--- config.mk ---
export PLATFORM = sky130hd
export DESIGN_NAME = swap_slot_allocator
export DESIGN_NICKNAME = d
export VERILOG_FILES = /design/src/rtl/ssa_pkg.sv /design/src/rtl/ssa_ctrl.sv /design/src/rtl/ssa_datapath.sv /design/src/rtl/swap_slot_allocator.sv
export SDC_FILE = /design/constraint.sdc
export NUM_CORES = 2
export LEC_CHECK = 0
export BUFFER_PORTS_ARGS = -buffer_cell sky130_fd_sc_hd__buf_2
export CAP_MARGIN = 20
export CELL_PAD_IN_SITES_DETAIL_PLACEMENT = 1
export CELL_PAD_IN_SITES_GLOBAL_PLACEMENT = 1
export CORE_MARGIN = 2
export CORE_UTILIZATION = 40
export CTS_CLUSTER_SIZE = 16
export DETAILED_ROUTE_END_ITERATION = 8
export PLACE_DENSITY_LB_ADDON = 0.1
export SETUP_SLACK_MARGIN = 0.1
export SYNTH_ARGS = -nofsm -noshare
export SYNTH_HDL_FRONTEND = slang
export SYNTH_HIERARCHICAL = 1
export SYNTH_SLANG_ARGS = --single-unit
--- constraint.sdc ---
create_clock -name i_clk -period 9.6 [get_ports i_clk]
set_input_delay 0.96 -clock i_clk [delete_from_list [all_inputs] [get_ports i_clk]]
set_output_delay 0.96 -clock i_clk [all_outputs]
set_load 0.02 [all_outputs]
--- src/rtl/ssa_pkg.sv ---
// ----------------------------------------------------------------------------
// ssa_pkg: shared types and constants of the swap slot allocator
// Geometry of the slot bitmap, result codes and controller types.
// ----------------------------------------------------------------------------
package ssa_pkg;

    localparam int SLOT_COUNT       = 1024;
    localparam int SECTORS_PER_SLOT = 8;

    localparam int SLOT_IDX_W = 10;
    localparam int SECTOR_W   = 13;
    localparam int STATUS_W   = 2;

    // Bitmap is kept as rows of ROW_BITS slots each
    localparam int ROW_BITS  = 32;
    localparam int BIT_W     = 5;
    localparam int ROW_COUNT = (SLOT_COUNT + ROW_BITS - 1) / ROW_BITS;
    localparam int ROW_W     = (ROW_COUNT > 1) ? $clog2(ROW_COUNT) : 1;
    localparam int BEAT_W    = (SECTORS_PER_SLOT > 1) ? $clog2(SECTORS_PER_SLOT) : 1;

    localparam logic FUNC_ALLOC   = 1'b0;
    localparam logic FUNC_RELEASE = 1'b1;

    typedef enum logic [STATUS_W-1:0] {
        ST_OK       = 2'd0,
        ST_FULL     = 2'd1,
        ST_NOT_USED = 2'd2
    } t_status;

    typedef enum logic [1:0] {
        S_IDLE,
        S_LOOKUP,
        S_EMIT
    } t_state;

    typedef struct packed {
        logic load;     // latch request, read its bitmap row
        logic commit;   // update the row, set up the result run
        logic emit;     // drive one result beat
    } t_ctrl_cmd;

    typedef struct packed {
        logic done;     // current beat is the final one
    } t_dp_status;

    // Bits of a row that lie beyond the last slot read as used
    function automatic logic [ROW_BITS-1:0] row_pad(input logic [ROW_W-1:0] row);
        logic [ROW_BITS-1:0] m;
        m = '0;
        for (int b = 0; b < ROW_BITS; b++) begin
            m[b] = ((int'(row) * ROW_BITS + b) >= SLOT_COUNT);
        end
        return m;
    endfunction

endpackage

--- src/rtl/ssa_ctrl.sv ---
// ----------------------------------------------------------------------------
// ssa_ctrl: request sequencer
// Steps each request through row lookup and the run of result beats.
// ----------------------------------------------------------------------------
module ssa_ctrl (
    input  logic                i_clk,
    input  logic                i_rst_n,
    input  logic                i_start,
    input  ssa_pkg::t_dp_status i_status,
    output logic                o_busy,
    output ssa_pkg::t_ctrl_cmd  o_cmd
);

    ssa_pkg::t_state r_state;
    ssa_pkg::t_state n_state;

    always_ff @(posedge i_clk) begin
        if (!i_rst_n) begin
            r_state <= ssa_pkg::S_IDLE;
        end else begin
            r_state <= n_state;
        end
    end

    always_comb begin
        n_state = r_state;
        case (r_state)
            ssa_pkg::S_IDLE: begin
                if (i_start) n_state = ssa_pkg::S_LOOKUP;
            end
            ssa_pkg::S_LOOKUP: begin
                n_state = ssa_pkg::S_EMIT;
            end
            ssa_pkg::S_EMIT: begin
                if (i_status.done) n_state = ssa_pkg::S_IDLE;
            end
            default: begin
                n_state = ssa_pkg::S_IDLE;
            end
        endcase
    end

    always_comb begin
        o_busy        = 1'b1;
        o_cmd         = '0;
        case (r_state)
            ssa_pkg::S_IDLE: begin
                o_busy     = 1'b0;
                o_cmd.load = i_start;
            end
            ssa_pkg::S_LOOKUP: begin
                o_cmd.commit = 1'b1;
            end
            ssa_pkg::S_EMIT: begin
                o_cmd.emit = 1'b1;
            end
            default: begin
                o_busy = 1'b1;
            end
        endcase
    end

endmodule

--- src/rtl/ssa_datapath.sv ---
// ----------------------------------------------------------------------------
// ssa_datapath: slot bitmap and result generation
// Row memory with per-row valid and full flags, first-fit search, release
// check and the sector address counter behind the result register.
// ----------------------------------------------------------------------------
module ssa_datapath (
    input  logic                                i_clk,
    input  logic                                i_rst_n,
    input  ssa_pkg::t_ctrl_cmd                  i_cmd,
    input  logic                                i_func,
    input  logic [ssa_pkg::SLOT_IDX_W-1:0]      i_slot_to_release,
    output ssa_pkg::t_dp_status                 o_status,
    output logic                                o_strobe,
    output logic [ssa_pkg::SLOT_IDX_W-1:0]      o_slot_index,
    output logic [ssa_pkg::SECTOR_W-1:0]        o_sector_address,
    output logic                                o_is_write,
    output logic [ssa_pkg::STATUS_W-1:0]        o_status_code,
    output logic                                o_last
);

    localparam int RB = ssa_pkg::ROW_BITS;
    localparam int RC = ssa_pkg::ROW_COUNT;
    localparam int RW = ssa_pkg::ROW_W;
    localparam int BW = ssa_pkg::BIT_W;

    logic [RB-1:0] mem [RC];

    logic [RC-1:0] r_row_valid;
    logic [RC-1:0] r_row_full;
    logic [RB-1:0] r_rd_data;

    logic                           r_func;
    logic [ssa_pkg::SLOT_IDX_W-1:0] r_req;
    logic [RW-1:0]                  r_row;
    logic                           r_any_free;
    logic                           r_in_range;

    logic [ssa_pkg::SLOT_IDX_W-1:0] r_slot;
    logic [ssa_pkg::SECTOR_W-1:0]   r_addr;
    logic [ssa_pkg::BEAT_W-1:0]     r_beat;
    logic                           r_is_write;
    ssa_pkg::t_status               r_code;
    logic                           r_err;

    logic                           r_o_valid;
    logic [ssa_pkg::SLOT_IDX_W-1:0] r_o_slot;
    logic [ssa_pkg::SECTOR_W-1:0]   r_o_sector;
    logic                           r_o_wr;
    ssa_pkg::t_status               r_o_code;
    logic                           r_o_last;

    // Accept-cycle row selection
    logic [31:0]   req_ext;
    logic [RW-1:0] req_row;
    logic          req_in_range;
    logic [RW-1:0] free_row;
    logic [RW-1:0] sel_row;

    always_comb begin
        req_ext      = 32'(i_slot_to_release);
        req_in_range = (req_ext < 32'(ssa_pkg::SLOT_COUNT));
        req_row      = req_in_range ? RW'(req_ext >> BW) : '0;
        free_row     = '0;
        for (int i = RC - 1; i >= 0; i--) begin
            if (!r_row_full[i]) free_row = RW'(i);
        end
        sel_row = (i_func == ssa_pkg::FUNC_ALLOC) ? free_row : req_row;
    end

    // Lookup-cycle row update
    logic [RB-1:0]   word;
    logic [RB-1:0]   pad;
    logic [RB-1:0]   avail;
    logic [BW-1:0]   first_free;
    logic [BW-1:0]   req_bit;
    logic [RB-1:0]   new_word;
    logic            err;
    logic [31:0]     slot_ext;
    logic            is_alloc;

    always_comb begin
        is_alloc   = (r_func == ssa_pkg::FUNC_ALLOC);
        word       = r_row_valid[r_row] ? r_rd_data : '0;
        pad        = ssa_pkg::row_pad(r_row);
        avail      = ~(word | pad);
        first_free = '0;
        for (int b = RB - 1; b >= 0; b--) begin
            if (avail[b]) first_free = BW'(b);
        end
        req_bit = r_req[BW-1:0];
        if (is_alloc) begin
            err      = !r_any_free;
            new_word = word | (RB'(1) << first_free);
            slot_ext = (32'(r_row) << BW) | 32'(first_free);
        end else begin
            err      = !r_in_range || !word[req_bit];
            new_word = word & ~(RB'(1) << req_bit);
            slot_ext = 32'(r_req);
        end
    end

    assign o_status.done = r_err || (r_beat == ssa_pkg::BEAT_W'(ssa_pkg::SECTORS_PER_SLOT - 1));

    always_ff @(posedge i_clk) begin
        if (i_cmd.load) begin
            r_rd_data <= mem[sel_row];
        end
        if (i_cmd.commit && !err) begin
            mem[r_row] <= new_word;
        end
    end

    always_ff @(posedge i_clk) begin
        if (!i_rst_n) begin
            r_row_valid <= '0;
            r_row_full  <= '0;
            r_o_valid   <= 1'b0;
        end else begin
            r_o_valid <= i_cmd.emit;
            if (i_cmd.commit && !err) begin
                r_row_valid[r_row] <= 1'b1;
                r_row_full[r_row]  <= &(new_word | pad);
            end
        end
    end

    always_ff @(posedge i_clk) begin
        if (i_cmd.load) begin
            r_func     <= i_func;
            r_req      <= i_slot_to_release;
            r_row      <= sel_row;
            r_any_free <= ~&r_row_full;
            r_in_range <= req_in_range;
        end
        if (i_cmd.commit) begin
            r_beat     <= '0;
            r_err      <= err;
            r_is_write <= is_alloc;
            if (err) begin
                r_addr <= '0;
                r_slot <= is_alloc ? '0 : r_req;
                r_code <= is_alloc ? ssa_pkg::ST_FULL : ssa_pkg::ST_NOT_USED;
            end else begin
                r_addr <= ssa_pkg::SECTOR_W'(slot_ext * 32'(ssa_pkg::SECTORS_PER_SLOT));
                r_slot <= ssa_pkg::SLOT_IDX_W'(slot_ext);
                r_code <= ssa_pkg::ST_OK;
            end
        end
        if (i_cmd.emit) begin
            r_o_slot   <= r_slot;
            r_o_sector <= r_addr;
            r_o_wr     <= r_is_write;
            r_o_code   <= r_code;
            r_o_last   <= o_status.done;
            // advance to the next sector of the page
            r_addr     <= r_addr + 1'b1;
            r_beat     <= r_beat + 1'b1;
        end
    end

    assign o_strobe         = r_o_valid;
    assign o_slot_index     = r_o_slot;
    assign o_sector_address = r_o_sector;
    assign o_is_write       = r_o_wr;
    assign o_status_code    = r_o_code;
    assign o_last           = r_o_last;

endmodule

--- src/rtl/swap_slot_allocator.sv ---
// ----------------------------------------------------------------------------
// swap_slot_allocator: first-fit swap slot allocator with sector commands
// An ok request reads its bitmap row from the row memory, updates it,
// then gives one result beat per sector before the next request can be
// accepted. A failed request gives a single beat. Results leave through
// a register, in the cycle after they are formed, each valid for exactly
// the one cycle that o_strobe is high; the receiver cannot stall them
// and must take every beat. All slots are free after reset, with no
// clearing pass.
// ----------------------------------------------------------------------------
module swap_slot_allocator (
    input  logic                                i_clk,
    input  logic                                i_rst_n,
    input  logic                                start,
    output logic                                busy,
    input  logic                                i_func,
    input  logic [ssa_pkg::SLOT_IDX_W-1:0]      i_slot_to_release,
    output logic                                o_strobe,
    output logic [ssa_pkg::SLOT_IDX_W-1:0]      o_slot_index,
    output logic [ssa_pkg::SECTOR_W-1:0]        o_sector_address,
    output logic                                o_is_write,
    output logic [ssa_pkg::STATUS_W-1:0]        o_status,
    output logic                                o_last
);

    ssa_pkg::t_ctrl_cmd  cmd;
    ssa_pkg::t_dp_status dp_status;

    ssa_ctrl u_ctrl (
        .i_clk    (i_clk),
        .i_rst_n  (i_rst_n),
        .i_start  (start),
        .i_status (dp_status),
        .o_busy   (busy),
        .o_cmd    (cmd)
    );

    ssa_datapath u_datapath (
        .i_clk             (i_clk),
        .i_rst_n           (i_rst_n),
        .i_cmd             (cmd),
        .i_func            (i_func),
        .i_slot_to_release (i_slot_to_release),
        .o_status          (dp_status),
        .o_strobe          (o_strobe),
        .o_slot_index      (o_slot_index),
        .o_sector_address  (o_sector_address),
        .o_is_write        (o_is_write),
        .o_status_code     (o_status),
        .o_last            (o_last)
    );

endmodule

Word-level counts from Yosys, hierarchy flattened
Memory sizes are Yosys's and may differ from the RTL's. A register that Yosys moved wholly into a read port is not among the register bits.
Index checks and enable logic that the tools add are counted.
Widths: inputs -> output; s select.
{"block": "totals", "reg_bits": 141, "ramBits": 1024, "input_bits": 14, "wordCells": 209, "output_inout_bits": 29, "memories": 1}
{"block": "classes", "n_addsub": 33, "muxes": 93, "reduce_logical": 12, "shifts": 2, "bitwise_logic": 9, "n_eq_ne": 5, "n_lt_le_gt_ge": 35}
{"name": "u_datapath.mem", "depth": 32, "width": 32, "rd": 1, "rd_ports_with_merged_regs": 1, "write_ports": 1, "line_no": "ssa_datapath.sv:26", "text": "logic [RB-1:0] mem [RC];"}
{"operator": "$ge 32x12->1 const B", "count": 31}
{"operator": "$mux 5", "count": 65}
{"operator": "$add 10x5->11 const B", "count": 16}
{"operator": "$or 32x32->32", "count": 4}
{"operator": "$add 10x4->11 const B", "count": 8}
{"operator": "$mux 32", "count": 2}
{"operator": "$not 32->32", "count": 2}
{"operator": "$reduce_and 32->1", "count": 2}
{"operator": "$shl 1x5->32 const A", "count": 2}
{"operator": "$add 10x3->11 const B", "count": 4}
{"operator": "$mux 13", "count": 3}
{"operator": "$and 32x32->32", "count": 1}
{"operator": "$bwmux 32", "count": 1}
{"operator": "$mux 10", "count": 3}
{"operator": "$add 10x2->11 const B", "count": 2}
{"operator": "$add 13x1->13 const B", "count": 1}
{"operator": "$lt 5x6->1 const B", "count": 2}
{"operator": "$add 10x1->11 const B", "count": 1}
{"operator": "$ge 10x11->1 const B", "count": 1}
{"operator": "$bmux 1 s5", "count": 2}
{"operator": "$mux 1", "count": 10}
{"operator": "$or 10x5->10", "count": 1}
{"operator": "$mux 2", "count": 3}
{"operator": "$mux 3", "count": 2}
{"operator": "15 further kinds", "count": 20}

Depth between registers and ports, before layout
{"block": "depth", "depth_word": 43, "depth_mapped": 15, "ltp_nobuf": 11}

Cells and area by module
Netlist, hierarchy kept.
{"mod": "ssa_datapath", "area_per_inst_um2": 48815.6, "seq_area_each_um2": 35233.8, "n_inst": 1, "cells_each": 3903}
{"mod": "ssa_ctrl", "area_per_inst_um2": 102.6, "seq_area_each_um2": 40.0, "n_inst": 1, "cells_each": 10}

Worst setup path before layout
OpenSTA, ideal clock, no wires.
{"block": "synth_path", "path_kind": "reg2reg", "startpoint": "register u_datapath.r_row[2]", "endpoint": "register u_datapath.r_row_full[12]", "setup_ps": 87, "path_stages_with_launch": 12, "slack_ps": 5226, "period_less_slack_ps": 4374, "arrival_time_ps": 4287, "path_cell_list": "edfxtp_1 > or3b_1 > o22ai_1 > nor3_2 > o21ai_4 > o221ai_1 > o32ai_1 > o211a_1 > or4b_1 > buf_2 > buf_6 > o31ai_1"}
{"block": "synth_via", "elab_chain_cells": 43, "word_cells_on_any_way": 118}
{"element": "start: declaration", "line_no": "ssa_datapath.sv:34", "text": "logic [RW-1:0] r_row;"}
{"element": "start signal: assignment", "line_no": "ssa_datapath.sv:131", "text": "r_row <= sel_row;"}
{"element": "parallel branches: the longest is 39 deep, another holds $ge 32x12->1"}
{"element": "$mux 32 *", "line_no": "ssa_datapath.sv:91", "text": "if (is_alloc) begin"}
{"element": "named net u_datapath.new_word[11]", "line_no": "ssa_datapath.sv:76", "text": "logic [RB-1:0] new_word;"}
{"element": "$or 32x32->32 *", "line_no": "ssa_datapath.sv:122", "text": "r_row_full[r_row] <= &(new_word | pad);"}
{"element": "$reduce_and 32->1 *", "line_no": "ssa_datapath.sv:122"}
{"element": "$bwmux 32 *", "line_no": "ssa_datapath.sv:122"}
{"element": "end signal: indexed assignment", "line_no": "ssa_datapath.sv:122"}
{"element": "end: declaration", "line_no": "ssa_datapath.sv:29", "text": "logic [RC-1:0] r_row_full;"}
Mark *: on every way through the listed nets, which the timed path passes. The select of a mux whose other input is x is not followed.
A chain may end at the register's enable or synchronous reset.

Worst setup path in the final report
{"block": "layout_path", "startpoint": "register u_datapath.r_row[4]", "endpoint": "register u_datapath.r_row_full[8]"}
Same word-level chain as after synthesis.

==> results.cfg <==
[status]
status = finished, final reports clean

[clock_tree]
post-cts-setup-buffer-count = 0
cts_htree_levels = 4
clock_latency_ps = 770
cts_buffers = 134
cts-hold-fix-buffers = 0
clk_pin_slew_worst_paths_ps = 60
cts_buffer_depth = 3
cts_tree = done
cts-resized-gates = 0
cts.sinks = 1197
cts_root_buf = clkbuf_16

[die]
die_h_um = 354
die_area_mm2 = 0.125
fp.coreArea_mm2 = 0.122
std_cell_rows = 128
dieWidth_um = 354
initial_utilization_pct = 40.2
ios = 43

[sta]
holdWs_ps = 384
worst_slew_pin_slew_ps = 1120
skew_ps = 42.7
hold_viol = 0
fmax_mhz = 205
timing.final.ws_setup_ps = 4720
setup_tns_ps = 0
grt_setup_unrepaired = false
fin_crit_sh_pct = 50.8
slew_violations = 0
setup-violations-final = 0
slew_headroom_pct = 25.4
min_period_ps = 4880

[synthesis]
synth_warnings = 6
ys_seq_area_share_pct = 72.1
synth.avg_cell_area_um2 = 12.5
synthFlopType = edfxtp_1
synth-edff-count = 1130
syn_area_mm2 = 0.0489
syn_nets = 3930
synth.distinct_cells = 87
ys_seq_elements = 1197
syn_inst = 3913
async_reset_ff_share_pct = 0

[final_layout]
layout_commonest_cell = edfxtp_1
final_cell_mix = edfxtp_1 (1130), nand2_1 (1102), a21oi_1 (282)
antennaDiodeCount = 0
drive_above_1_share_pct = 11.8
fin_util_pct = 45.8
nNetsFinal = 3977
syn_to_final_growth_pct = 13.7
final_cell_area_mm2 = 0.0556

[pwr]
power.internal_w = 0.00881
peakVddDrop_mv = 0.192
switching_share_pct = 23.4
p_clk_share_pct = 43.1
leakage_nw = 18.8
powerDensity_mw_per_mm2 = 207
pwr-share-comb_pct = 6.0
p_switching_w = 0.00269
seqPwrFrac_pct = 50.9

[critical_path]
critPathArrivalTime_ps = 5530
worstPathCellList = or3b_1 > o22ai_1 > nor3_2 > o21ai_4 > o21ai_1 > nor2_1 > a31o_2 > nor4b_1 > nand4_1 > buf_4 > o31ai_1
cp_top_family = compound AO/OA/AOI/OAI gates
critPathMaxFanout = 33
start_kind = flop
crit_type = reg2reg
path_buf_inv = 1
cp_slowest_cell = edfxtp_1
cp_slowest_stage_delay_ps = 870
crit_required_ps = 10250
endpoint_kind = flop

[detailed_routing]
remaining_drc_errors = 0
routed_wl_um = 163000
drt_pre_antenna_iters = 6
vias = 32700
ant_nets = 0
drt_iter0_markers = 3059
wl_per_cell_um = 28.7
viasPerCell = 5.75

[placed_design]
pre_cts_ws_ps = 4490
hpwl_um = 86600
routabilityCongestion = 0.895
placed_area_mm2 = 0.0513
io_buffer_count = 42

[global_routing]
antenna_found_initial = 2
gr-total-overflow = 0
grt_pass1_vias = 32700
globalRouteTotalUtil_pct = 25.8
grt_max_degree = 170
grt_pass1_wl_um = 235000

[min_path]
hp-class = in2reg

[flow_run]
cap_violations = 0
==> metal layers <==
layer / wire, um / up-vias / global-route usage (%)
met5: 20 / - / 0
met1: 73200 / 17100 / 35.9
met2: 78300 / 873 / 42.7
li1: - / 14500 / -
met4: 3990 / 2 / 7.06
met3: 7530 / 220 / 3.40
==> logic make-up (layout without fill, tap and decap cells) <==
logic type / after synthesis / in the layout / share of synthesized area (%)
mux: 33 / 33 / 0.934
buf+inv: 296 / 447 / 2.42
compound gates: 798 / 798 / 10.6
flops: 1197 / 1197 / 72.1
xor+xnor: 11 / 11 / 0.197
fa+ha+maj: 3 / 3 / 0.0767
simple gates: 1575 / 1575 / 13.7
==> cells in the mapped netlist, types with 8 or more instances <==
library cell	instances	area, um^2
nor2b_1	10	62.6
nor4_1	9	56.3
o31ai_1	17	128
nor2_1	49	184
and2_1	12	75.1
o21a_1	102	766
edfxtp_1	1130	33900
a32oi_1	62	543
nand3_1	275	1380
mux4_2	10	225
a21oi_1	290	1450
nand2_1	1102	4140
inv_1	52	195
o22ai_1	15	93.8
mux2i_1	22	220
o31ai_2	26	325
nor3_1	11	55.1
nand2b_1	19	119
nand4_1	18	113
clkbuf_1	210	788
o21ai_0	104	521
or2_2	19	119
buf_2	13	65.1
a31oi_1	103	644
dfxtp_1	67	1340
a21boi_0	8	60.1
buf_1	10	37.5
xnor2_1	8	70.1
==> state kept, by name, indices dropped and copies added (netlist names), 2 cells and up <==
register / cells
u_datapath/r_rd_data: 32
u_datapath/r_row: 5
u_datapath/r_row_full: 32
u_datapath/r_req: 10
u_datapath/r_row_valid: 32
u_datapath/r_slot: 10
u_datapath/o_status_code: 2
u_datapath/r_addr: 13
u_datapath/r_beat: 3
u_datapath/mem: 1024
u_ctrl/r_state: 2
u_datapath/o_slot_index: 10
u_datapath/o_sector_address: 13
u_datapath/r_code: 2
==> stage by stage <==
stage / power, W / cells
after floorplan: 0.00633 / 3913
after global placement: 0.00663 / 5441
after detailed placement: 0.00664 / 5444
after CTS: 0.0116 / 5684
after global routing: 0.0118 / 5689
final: 0.0115 / 5689
==> layout make-up <==
cell class                 instances  area (um^2)
multi-input combinational       2420        12700
fill                           12400        65900
tap                             1625         2030
clock buffer                     175         3650
sequential                      1197        35300
inverter                          55          221
timing repair buffer             152         1190
clock inverter                    65          527
==> path summary, 6_finish.rpt <==
kind,start,to,slack (ps),cells past startpoint
hold / removal,i_slot_to_release[0],u_datapath/r_req[0],380,1
hold reg to reg,u_datapath/r_is_write,u_datapath/o_is_write,420,0
setup / recovery,u_datapath/r_row[4],u_datapath/r_row_full[8],4720,11
setup reg to reg,u_datapath/r_row[4],u_datapath/r_row_full[8],4720,11
==> power groups by stage <==
stage	clock network (W)	registers [W]	logic (W)
3_3_place_gp	0	0.00596	0.000673
6_report	0.00496	0.00585	0.000691
5_1_grt	0.00525	0.00585	0.000746
3_5_place_dp	0	0.00596	0.000684
2_1_floorplan	0	0.00592	0.000405
4_1_cts	0.00505	0.00585	0.000686
(Power assumes the default switching activity.)
